### src/hdl/elfn_pkg.sv
// ---------------------------------------------------------------------------
// elfn_pkg
// shared types and constants of the note record deframer
// ---------------------------------------------------------------------------
`default_nettype none

package elfn_pkg;

	localparam int unsigned HDR_BYTES     = 12;
	localparam int unsigned DEFAULT_ALIGN = 4;

	localparam logic [1:0] CFG_SECTION_SIZE = 2'd0;
	localparam logic [1:0] CFG_ALIGNMENT    = 2'd1;
	localparam logic [1:0] CFG_BIG_ENDIAN   = 2'd2;

	localparam logic [1:0] CLS_HEADER = 2'd0;
	localparam logic [1:0] CLS_NAME   = 2'd1;
	localparam logic [1:0] CLS_DESC   = 2'd2;
	localparam logic [1:0] CLS_PAD    = 2'd3;

	localparam logic [1:0] ST_OK        = 2'd0;
	localparam logic [1:0] ST_TRUNCATED = 2'd1;
	localparam logic [1:0] ST_BEYOND    = 2'd2;

	typedef enum logic [4:0] {
		PH_HEADER  = 5'b00001,
		PH_NAME    = 5'b00010,
		PH_NAMEPAD = 5'b00100,
		PH_DESC    = 5'b01000,
		PH_DESCPAD = 5'b10000
	} phase_t;

	typedef struct packed {
		logic [31:0] section_size;
		logic [6:0]  field_alignment;
		logic        big_endian;
	} cfg_t;

	typedef struct packed {
		logic [31:0] descriptor_length;
		logic [31:0] name_length;
		logic [31:0] note_type;
		logic [7:0]  out_byte;
		logic [1:0]  status;
		logic        section_end;
		logic        record_end;
		logic [1:0]  byte_class;
	} res_t;

	function automatic logic [6:0] pad_for(input logic [31:0] size, input logic [6:0] mask);
		return (7'd0 - size[6:0]) & mask;
	endfunction

endpackage

`default_nettype wire

### src/hdl/elfn_parse.sv
// ---------------------------------------------------------------------------
// elfn_parse
// record parse state and the per-byte classification logic
// ---------------------------------------------------------------------------
`default_nettype none

module elfn_parse
	import elfn_pkg::*;
(
	input  wire logic       clk,
	input  wire logic       arst_n,
	input  wire logic       adv,
	input  wire logic [7:0] byte_in,
	input  wire logic       start_in,
	input  wire cfg_t       cfg,
	output res_t            res
);

	phase_t      phase_q, phase_d;
	logic [31:0] hs_q [3];
	logic [31:0] hs_d [3];
	logic [3:0]  hdr_cnt_q, hdr_cnt_d;
	logic [31:0] frem_q, frem_d;
	logic [6:0]  prem_q, prem_d;
	logic [31:0] pos_q, pos_d;

	always_comb begin
		phase_t      ph;
		logic [31:0] hs [3];
		logic [3:0]  cnt;
		logic [31:0] frem;
		logic [6:0]  prem;
		logic [31:0] pos;
		logic [6:0]  align;
		logic [6:0]  mask;
		logic [6:0]  p;
		logic [1:0]  w;
		logic [31:0] shifted;
		logic        beyond;
		logic        sec_end;
		logic        rec_end;
		logic        show;
		logic [1:0]  cls;

		ph   = start_in ? PH_HEADER : phase_q;
		for (int i = 0; i < 3; i++)
			hs[i] = start_in ? 32'd0 : hs_q[i];
		cnt  = start_in ? 4'd0 : hdr_cnt_q;
		frem = start_in ? 32'd0 : frem_q;
		prem = start_in ? 7'd0 : prem_q;
		pos  = start_in ? 32'd0 : pos_q;

		align   = (cfg.field_alignment == 7'd0) ? 7'(DEFAULT_ALIGN) : cfg.field_alignment;
		mask    = align - 7'd1;
		beyond  = pos >= cfg.section_size;
		sec_end = ({1'b0, pos} + 33'd1) == {1'b0, cfg.section_size};
		w       = (cnt[3:2] == 2'd3) ? 2'd0 : cnt[3:2];
		shifted = cfg.big_endian ? {hs[w][23:0], byte_in} : {byte_in, hs[w][31:8]};

		phase_d   = ph;
		hs_d      = hs;
		hdr_cnt_d = cnt;
		frem_d    = frem;
		prem_d    = prem;
		pos_d     = pos;
		rec_end   = 1'b0;
		show      = 1'b1;
		cls       = CLS_HEADER;
		p         = 7'd0;

		if (!beyond) begin
			pos_d = pos + 32'd1;
			unique case (ph)
				PH_NAME: begin
					cls    = CLS_NAME;
					frem_d = frem - 32'd1;
					if (frem_d == 32'd0) begin
						p = pad_for(hs[0], mask);
						if (p != 7'd0) begin
							phase_d = PH_NAMEPAD;
							prem_d  = p;
						end else if (hs[1] != 32'd0) begin
							phase_d = PH_DESC;
							frem_d  = hs[1];
						end else begin
							phase_d   = PH_HEADER;
							hdr_cnt_d = 4'd0;
							rec_end   = 1'b1;
						end
					end
				end
				PH_NAMEPAD: begin
					cls    = CLS_PAD;
					prem_d = prem - 7'd1;
					if (prem_d == 7'd0) begin
						if (hs[1] != 32'd0) begin
							phase_d = PH_DESC;
							frem_d  = hs[1];
						end else begin
							phase_d   = PH_HEADER;
							hdr_cnt_d = 4'd0;
							rec_end   = 1'b1;
						end
					end
				end
				PH_DESC: begin
					cls    = CLS_DESC;
					frem_d = frem - 32'd1;
					if (frem_d == 32'd0) begin
						p = pad_for(hs[1], mask);
						if (p != 7'd0) begin
							phase_d = PH_DESCPAD;
							prem_d  = p;
						end else begin
							phase_d   = PH_HEADER;
							hdr_cnt_d = 4'd0;
							rec_end   = 1'b1;
						end
					end
				end
				PH_DESCPAD: begin
					cls    = CLS_PAD;
					prem_d = prem - 7'd1;
					if (prem_d == 7'd0) begin
						phase_d   = PH_HEADER;
						hdr_cnt_d = 4'd0;
						rec_end   = 1'b1;
					end
				end
				default: begin
					cls       = CLS_HEADER;
					phase_d   = PH_HEADER;
					hs_d[w]   = shifted;
					hdr_cnt_d = cnt + 4'd1;
					show      = 1'b0;
					if (hdr_cnt_d >= 4'(HDR_BYTES)) begin
						hdr_cnt_d = 4'd0;
						show      = 1'b1;
						if (hs_d[0] != 32'd0) begin
							phase_d = PH_NAME;
							frem_d  = hs_d[0];
						end else if (hs_d[1] != 32'd0) begin
							phase_d = PH_DESC;
							frem_d  = hs_d[1];
						end else begin
							rec_end = 1'b1;
						end
					end
				end
			endcase
		end

		res.out_byte = byte_in;
		if (beyond) begin
			res.byte_class        = CLS_PAD;
			res.note_type         = 32'd0;
			res.name_length       = 32'd0;
			res.descriptor_length = 32'd0;
			res.record_end        = 1'b0;
			res.section_end       = 1'b0;
			res.status            = ST_BEYOND;
		end else begin
			res.byte_class        = cls;
			res.note_type         = show ? hs_d[2] : 32'd0;
			res.name_length       = show ? hs_d[0] : 32'd0;
			res.descriptor_length = show ? hs_d[1] : 32'd0;
			res.record_end        = rec_end;
			res.section_end       = sec_end;
			res.status            = (sec_end && !rec_end) ? ST_TRUNCATED : ST_OK;
		end
	end

	always_ff @(posedge clk or negedge arst_n) begin
		if (!arst_n) begin
			phase_q   <= PH_HEADER;
			hs_q[0]   <= 32'd0;
			hs_q[1]   <= 32'd0;
			hs_q[2]   <= 32'd0;
			hdr_cnt_q <= 4'd0;
			frem_q    <= 32'd0;
			prem_q    <= 7'd0;
			pos_q     <= 32'd0;
		end else if (adv) begin
			phase_q   <= phase_d;
			hs_q      <= hs_d;
			hdr_cnt_q <= hdr_cnt_d;
			frem_q    <= frem_d;
			prem_q    <= prem_d;
			pos_q     <= pos_d;
		end
	end

	a_hdr_cnt_range: assert property (@(posedge clk) disable iff (!arst_n)
		hdr_cnt_q <= 4'd11)
		else $error("header byte count out of range");

	a_field_nonzero: assert property (@(posedge clk) disable iff (!arst_n)
		(phase_q == PH_NAME || phase_q == PH_DESC) |-> frem_q != 32'd0)
		else $error("field phase with nothing left to pass");

	a_pad_nonzero: assert property (@(posedge clk) disable iff (!arst_n)
		(phase_q == PH_NAMEPAD || phase_q == PH_DESCPAD) |-> prem_q != 7'd0)
		else $error("padding phase with nothing left to skip");

	a_rec_end_restart: assert property (@(posedge clk) disable iff (!arst_n)
		adv && res.record_end |=> phase_q == PH_HEADER && hdr_cnt_q == 4'd0)
		else $error("record end did not return to header phase");

endmodule

`default_nettype wire

### src/hdl/elf_note_record_deframer_unit.sv
// a taken byte is held in the input stage, and its result is then registered in the result register
// throughput: one byte per cycle while the output is not stalled; the parse state updates once per byte
// an input stage and a result register decouple the two stream sides
// reset clears the configuration, the parse state and both valid flags
// ---------------------------------------------------------------------------
// elf_note_record_deframer_unit
// tags each byte of a note section with its record role
// ---------------------------------------------------------------------------
`default_nettype none

module elf_note_record_deframer_unit
	import elfn_pkg::*;
(
	input  wire logic         clk,
	input  wire logic         arst_n,
	input  wire logic         s_tvalid,
	output logic              s_tready,
	input  wire logic [7:0]   s_tdata,   // data_byte
	input  wire logic [0:0]   s_tuser,   // section_start
	output logic              m_tvalid,
	input  wire logic         m_tready,
	output logic [103:0]      m_tdata,   // out_byte, note_type, name_length, descriptor_length
	output logic [4:0]        m_tuser,   // byte_class, section_end, status
	output logic              m_tlast,   // record_end
	input  wire logic         cfg_we,
	input  wire logic [1:0]   cfg_index,
	input  wire logic [31:0]  cfg_data
);

	cfg_t       cfg_q;
	logic       valid_s1;
	logic [7:0] byte_s1;
	logic       start_s1;
	logic       m_valid_q;
	res_t       res_q;
	res_t       res;
	logic       adv;

	assign adv      = valid_s1 && (!m_valid_q || m_tready);
	assign s_tready = !valid_s1 || adv;

	always_ff @(posedge clk or negedge arst_n) begin
		if (!arst_n) begin
			cfg_q <= '0;
		end else if (cfg_we) begin
			unique case (cfg_index)
				CFG_SECTION_SIZE: cfg_q.section_size    <= cfg_data;
				CFG_ALIGNMENT:    cfg_q.field_alignment <= cfg_data[6:0];
				CFG_BIG_ENDIAN:   cfg_q.big_endian      <= cfg_data[0];
				default:          cfg_q                 <= cfg_q;
			endcase
		end
	end

	always_ff @(posedge clk or negedge arst_n) begin
		if (!arst_n) begin
			valid_s1 <= 1'b0;
		end else if (s_tready) begin
			valid_s1 <= s_tvalid;
		end
	end

	always_ff @(posedge clk) begin
		if (s_tvalid && s_tready) begin
			byte_s1  <= s_tdata;
			start_s1 <= s_tuser[0];
		end
	end

	elfn_parse u_parse (
		.clk     (clk),
		.arst_n  (arst_n),
		.adv     (adv),
		.byte_in (byte_s1),
		.start_in(start_s1),
		.cfg     (cfg_q),
		.res     (res)
	);

	always_ff @(posedge clk or negedge arst_n) begin
		if (!arst_n) begin
			m_valid_q <= 1'b0;
		end else if (!m_valid_q || m_tready) begin
			m_valid_q <= valid_s1;
		end
	end

	always_ff @(posedge clk) begin
		if (adv) begin
			res_q <= res;
		end
	end

	assign m_tvalid = m_valid_q;
	assign m_tdata  = {res_q.descriptor_length, res_q.name_length, res_q.note_type,
		res_q.out_byte};
	assign m_tuser  = {res_q.status, res_q.section_end, res_q.byte_class};
	assign m_tlast  = res_q.record_end;

endmodule

`default_nettype wire

### config.mk
export PLATFORM = sky130hd
export DESIGN_NAME = elf_note_record_deframer_unit
export DESIGN_NICKNAME = d
export VERILOG_FILES = /design/src/hdl/elfn_pkg.sv /design/src/hdl/elfn_parse.sv /design/src/hdl/elf_note_record_deframer_unit.sv
export SDC_FILE = /design/constraint.sdc
export NUM_CORES = 1
export LEC_CHECK = 0
export BUFFER_PORTS_ARGS = -buffer_cell sky130_fd_sc_hd__buf_2
export CAP_MARGIN = 30
export CORE_ASPECT_RATIO = 1.4
export CORE_MARGIN = 1
export CORE_UTILIZATION = 40
export DETAILED_ROUTE_END_ITERATION = 7
export PLACE_DENSITY = 0.58
export SKIP_CTS_REPAIR_TIMING = 1
export SLEW_MARGIN = 10
export SYNTH_ARGS = -nofsm -noshare
export SYNTH_HDL_FRONTEND = slang
export SYNTH_SLANG_ARGS = --single-unit
export TNS_END_PERCENT = 50
### constraint.sdc
create_clock -name clk -period 14.62 [get_ports clk]
set_input_delay 2.193 -clock clk [delete_from_list [all_inputs] [get_ports clk]]
set_output_delay 2.193 -clock clk [all_outputs]
set_load 0.02 [all_outputs]
==> qor.yml, run 1 <==
sta:
  max_freq_mhz: 158
  holdWs_ps: 489
  finalHoldViolCount: 0
  fin_crit_sh: 0.433
  rsz0062_at_grt: "false"
  finalSetupViolCount: 0
  slew_headroom: 0.341
  period_minus_slack_ps: 6330
  setup_slack_ps: 8290
  skew_ps: 19.2
  setup-tns-final_ps: 0
  worst_slew_pin_slew_ps: 987
  maxSlewViolCount: 0
placed_design:
  hpwl_um: 69000
  pre_cts_ws_ps: 8520
  port-buffer-count: 159
  place_congestion: 1.04
synthesis:
  syn_inst: 2582
  synth_ff_type: "dfrtp_1"
  synth_area_per_cell_um2: 8.71
  synth-edff-count: 119
  synth_area_um2: 22500
  ys_seq_area_frac: 0.402
  yosysWarnings: 0
  ys_seq_elements: 337
  synthArstFlopShare: 0.647
  synth_cell_types: 93
  syn-num-nets: 2676
pwr:
  sequentialPowerShare: 0.398
  sw_frac_of_total: 0.372
  pwr-share-clk: 0.317
  p_per_area_nw_per_um2: 124
  p_sw_mw: 1.16
  pwr-share-comb: 0.285
  finalPower_mw: 3.11
  p_int_mw: 1.95
  peakVddDrop_v: 0.0000904
  p_leak_nw: 10.0
grt:
  track_usage: 0.333
  grt_remaining_overflow: 0
  grt_pass1_vias: 21000
  grt_start_max_net_pins: 91
  grt_pass1_wl_um: 141000
  grt_antenna_before_repair: 2
worst_setup_path:
  reg2reg_from: "start_s1"
  crit_start: "start_s1"
  crit_path_end_kind: "flip-flop"
  cp.arrival_ps: 6820
  cp_max_fo: 66
  path_class: "reg2reg"
  crit_path_start_kind: "flip-flop"
  required_ps: 15100
final_layout:
  final_common_cell: "nand2_1"
  layout_common_cells: "nand2_1, o21ai_0, dfrtp_1, a21oi_1, nor2_1"
  final_nets: 2731
  syn2layout_area_growth_pct: 11.9
  drive_gt1_frac: 0.144
drt:
  vias_per_cell: 6.42
  first_iter_violations: 2222
  dr.pass1.iters: 6
  final_antenna_net_count: 0
  post_drt_wl_per_cell_um: 28.6
  vias: 21800
  drt_wl_total_um: 97000
  drc: 0
run_status:
  status: "complete, no violations"
clocking:
  clock_sinks: 337
  htreeDepth: 2
  cts_tree: "yes"
  root_buffer: "clkbuf_16"
  clkSlewWorstSetupHoldPaths_ps: 70
  clockBufferDepth: 3
  cts-buffers-inserted: 38
  clkLatencyLatePin_ps: 570
hold_path:
  worstHoldPathType: "reg2reg"
  holdCritStartpoint: "u_parse.pos_q[26]"
die:
  ioPinCount: 160
  die_x_um: 202
  start_util: 0.406
  core_um2: 55400
  die_y_um: 282
  dieArea_um2: 57200
  num_rows: 102
run:
  cap_viol_max_count: 0
-- area by class of cell --
type	count	area, um2
Antenna cell	1	2.50
Inverter	61	234
Multi-Input combinational cell	1983	12500
Clock buffer	47	1040
Timing Repair Buffer	216	1300
Tap cell	728	911
Fill cell	5522	30200
Clock inverter	22	198
Sequential cell	337	9030
-- synthesized netlist by cell type, types with 11 or more instances --
cell,n,share of area
a211o_1,11,0.0043
a211oi_1,38,0.013
a21boi_0,18,0.0060
a21o_1,18,0.0060
a21oi_1,200,0.045
a221o_1,13,0.0058
a22o_1,60,0.023
a22oi_1,54,0.018
a31oi_1,34,0.0095
and2_1,17,0.0047
and3_1,23,0.0064
buf_1,18,0.0030
buf_2,12,0.0027
clkbuf_1,162,0.027
dfrtp_1,217,0.24
edfxtp_1,119,0.16
ha_1,46,0.026
inv_1,60,0.010
mux2_2,50,0.025
mux2i_1,33,0.015
mux4_2,14,0.014
nand2_1,334,0.056
nand2b_1,30,0.0084
nand3_1,81,0.018
nand3b_1,18,0.0060
nand4_1,28,0.0078
nor2_1,176,0.029
nor2b_1,92,0.026
nor3_1,43,0.0096
nor3b_1,14,0.0047
nor4_1,33,0.0092
o211ai_1,14,0.0047
o21ai_0,218,0.049
o31a_1,11,0.0043
o31ai_1,19,0.0063
or3_1,13,0.0036
or4_1,20,0.0067
xnor2_1,58,0.023
xor2_1,11,0.0043
-- state kept, by name, summed over array words and instances (netlist names) --
name	count
u_parse.hdr_cnt_q	4
valid_s1	1
u_parse.hs_q	96
m_tuser	5
m_tvalid	1
u_parse.frem_q	32
u_parse.pos_q	32
byte_s1	8
cfg_q	40
u_parse.phase_q	5
m_tdata	104
m_tlast	1
u_parse.prem_q	7
start_s1	1
-- power by group through the flow --
stage | clock, mW | combinational (mW) | sequential [mW]
4_1_cts | 1.00 | 0.864 | 1.23
6_report | 0.986 | 0.887 | 1.24
5_1_grt | 1.03 | 0.941 | 1.25
3_3_place_gp | 0 | 0.847 | 1.25
2_1_floorplan | 0 | 0.555 | 1.20
3_5_place_dp | 0 | 0.859 | 1.25
-- stage by stage --
stage          instance area [um2]  std cells   util
4_1_cts                      25100       3389  0.453
5_1_grt                      25200       3394  0.454
2_1_floorplan                22500       2582      -
6_report                     25200       3395  0.454
3_5_place_dp                 23900       3320  0.431
3_3_place_gp                 23800       3318  0.430
-- worst max-delay path, stage by stage (launching register included) --
cell and delay [ps]:
edfxtp_1 410, inv_2 470, nand2_1 250, inv_1 160, ha_2 180, buf_4 610
mux2_2 430, a22oi_1 530, o21ai_0 480, nor4_1 660, and4_1 350, buf_4 290
nand2b_1 270, o211ai_1 700, a211oi_1 190, a21oi_1 200
-- routing by layer --
layer | part of all wire | GRT usage
met3 | 0.071 | 0.0568
met5 | 0.00024 | 0
met4 | 0.085 | 0.248
met2 | 0.48 | 0.566
met1 | 0.36 | 0.376
-- final timing paths --
check	cells past startpoint	endpoint	slack [ps]
setup / recovery	15	u_parse.frem_q[6]	8290
hold / removal	1	u_parse.pos_q[26]	490
setup reg to reg	15	u_parse.frem_q[6]	8290
hold reg to reg	1	u_parse.pos_q[26]	490
max in group asynchronous	3	u_parse.hs_q[89]	11720
min in group asynchronous	1	u_parse.pos_q[26]	1650
-- kinds of logic after synthesis --
family	synth area share
flops	0.402
mux	0.0538
xor+xnor	0.0269
fa+ha+maj	0.0256
buf+inv	0.0465
simple gates	0.214
compound gates	0.231
(Power assumes the default switching activity.)
==> run 2: changes to the inputs <==
PLACE_DENSITY = 0.6   (was 0.58)
clock period = 5.8 ns   (was 14.62 ns; I/O delays follow)
==> run 2 against run 1 <==
Worst hold slack lost 130 ps. Global-route usage grew 0.71 points. Utilization grew 0.57 points. Sequential share of layout area decreased by 0.45 points. Count of clock-buffer cells in the layout grew 2. Sequential cell count unchanged. Total power rose to 2.6 times the previous value. Non-clock buffer count increased by 39. Largest cell class unchanged.
==> qor.yml, run 2 (synthesis results as in run 1) <==
run_status:
  status: "complete, no violations"  # unchanged
sta:
  fin_crit_sh: 0.902  # was 0.433
  period_minus_slack_ps: 5230  # was 6330 ps
  rsz0062_at_grt: "false"  # unchanged
  finalHoldViolCount: 0  # unchanged
  max_freq_mhz: 191  # was 158 MHz
  slew_headroom: 0.285  # was 0.341
  finalSetupViolCount: 0  # unchanged
  setup-tns-final_ps: 0  # unchanged
  maxSlewViolCount: 0  # unchanged
  skew_ps: 36.2  # was 19.2 ps
  worst_slew_pin_slew_ps: 1060  # was 987 ps
die:
  die_y_um: 282  # unchanged
  dieArea_um2: 57200  # unchanged
  core_um2: 55400  # unchanged
  num_rows: 102  # unchanged
  die_x_um: 202  # unchanged
  ioPinCount: 160  # unchanged
  start_util: 0.406  # unchanged
worst_setup_path:
  crit_path_start_kind: "flip-flop"  # unchanged
  cp_max_fo: 21  # was 66
  path_delay_family: "compound AO/OA/AOI/OAI gates"  # unchanged
  path_class: "reg2reg"  # unchanged
  max_stage_delay_ps: 760  # was 700 ps
  worstPathCellList: "buf_4 > nor2b_1 > ha_1 > a2111oi_0 > o21ai_0 > a221o_1 > or4b_1 > a21oi_1 > o211ai_1 > nor2_1 > a22oi_1 > o21ai_0 > and2_1"  # was inv_2 > nand2_1 > inv_1 > ha_2 > buf_4 > mux2_2 > a22oi_1 > o21ai_0 > nor4_1 > and4_1 > buf_4 > nand2b_1 > o211ai_1 > a211oi_1 > a21oi_1
  cp.arrival_ps: 5690  # was 6820 ps
  cpMostUsedCell: "o21ai_0"  # was buf_4
  crit_path_end_kind: "flip-flop"  # unchanged
  cpMaxStageDelayCell: "a21oi_1"  # was o211ai_1
  required_ps: 6250  # was 15,100 ps
  critPathBufInv: 1  # was 4
  r2r_slack_ps: 570  # was 8290 ps
clocking:
  clkLatencyLatePin_ps: 580  # was 570 ps
  htreeDepth: 2  # unchanged
  root_buffer: "clkbuf_16"  # unchanged
  cts_tree: "yes"  # unchanged
  cts-buffers-inserted: 37  # was 38
  clkSlewWorstSetupHoldPaths_ps: 70  # about the same
  clockBufferDepth: 3  # unchanged
  clock_sinks: 337  # unchanged
pwr:
  peakVddDrop_v: 0.000215  # was 0.0000904 V
  p_leak_nw: 10.2  # was 10.0 nW
  p_per_area_nw_per_um2: 313  # was 124 nW/um2
grt:
  track_usage: 0.340  # was 0.333
  grt_remaining_overflow: 0  # unchanged
  grt_pass1_wl_um: 144000  # was 141,000 um
  grt_pass1_vias: 21700  # was 21,000
  grt_start_max_net_pins: 114  # was 91
  grt_antenna_before_repair: 0  # was 2
drt:
  drc: 0  # unchanged
  final_antenna_net_count: 0  # unchanged
  first_iter_violations: 2141  # was 2,222
  drt_wl_total_um: 98100  # was 97,000 um
  vias_per_cell: 6.42  # about the same
  dr.pass1.iters: 8  # was 6
  post_drt_wl_per_cell_um: 28.6  # about the same
  vias: 22000  # was 21,800
final_layout:
  final_nets: 2769  # was 2,731
  final_common_cell: "nand2_1"  # unchanged
  layout_common_cells: "nand2_1, dfrtp_1, o21ai_0, a21oi_1, nor2_1"  # was nand2_1, o21ai_0, dfrtp_1, a21oi_1, nor2_1
  syn2layout_area_growth_pct: 13.4  # was 11.9%
  largest_reg_flops: 104  # unchanged
  antennaDiodeCount: 0  # was 1
  nFillCells: 5466  # was 5,522
  drive_gt1_frac: 0.156  # was 0.144
  final_cell_count_no_fill: 3431  # was 3,395
placed_design:
  hpwl_um: 72100  # was 69,000 um
  dpl.cell_count: 3363  # was 3,320
  place_congestion: 1.06  # was 1.04
  port-buffer-count: 159  # unchanged
hold_path:
  worstHoldPathType: "in2async"  # was reg2reg
run:
  cap_viol_max_count: 0  # unchanged
## run 2: cell types whose count changed in the layout (fill, tap and decap cells not counted), moves of 2 or more
| cell | change |
|---|---|
| clkinv_1 | -5 |
| clkinvlp_4 | +2 |
| buf_12 | +4 |
| buf_16 | -2 |
| clkinv_4 | -4 |
| buf_4 | +38 |
## run 2: power breakdown
group	switching (mW)	internal (mW)	total [mW]
Sequential	0.400	2.74	3.14
Clock	1.07	1.47	2.54
Combinational	1.49	0.805	2.30
## run 2: routing by layer
layer	GRT usage	routed length, um
met1	0.375	35000
met2	0.587	47700
met3	0.0559	6720
met4	0.260	8680
met5	0	0
## run 2: final timing paths
path	startpoint	to	cells past startpoint
max	start_s1	m_tdata[34]	13
min	arst_n	cfg_q[32]	1
min reg2reg	u_parse.pos_q[26]	u_parse.pos_q[26]	1
min in group clk	s_tdata[7]	byte_s1[7]	1
max reg2reg	start_s1	m_tdata[34]	13
max in group asynchronous	arst_n	u_parse.pos_q[31]	2
## run 2: cell type report
| class | count | area, um2 | area share |
|---|---|---|---|
| clock buffer | 49 | 1050 | 0.0413 |
| tap | 728 | 911 | 0.0357 |
| sequential | 337 | 9030 | 0.354 |
| clock inverter | 18 | 216 | 0.00850 |
| inverter | 61 | 234 | 0.00918 |
| multi-input combinational | 1983 | 12400 | 0.489 |
| timing repair buffer | 255 | 1590 | 0.0623 |
## run 2: through the flow
stage	area [um2]	setup slack [ps]	power, mW	utilization	hold slack (ps)
after floorplan	22500	13.2	4.43	-	424
after global placement	24200	715	5.38	0.437	482
after detailed placement	24200	702	5.41	0.437	465
after CTS	25500	671	7.95	0.460	368
after global routing	25500	248	8.27	0.460	405
final	25500	568	7.98	0.460	355
## run 2: worst register-to-register path, cell delays in order, from the launching register on
cell       delay [ps]
edfxtp_1          440
buf_4             240
nor2b_1           240
ha_1              290
a2111oi_0         380
o21ai_0           170
a221o_1           370
or4b_1            520
a21oi_1           760
o211ai_1          410
nor2_1            750
a22oi_1           160
o21ai_0           240
and2_1            150
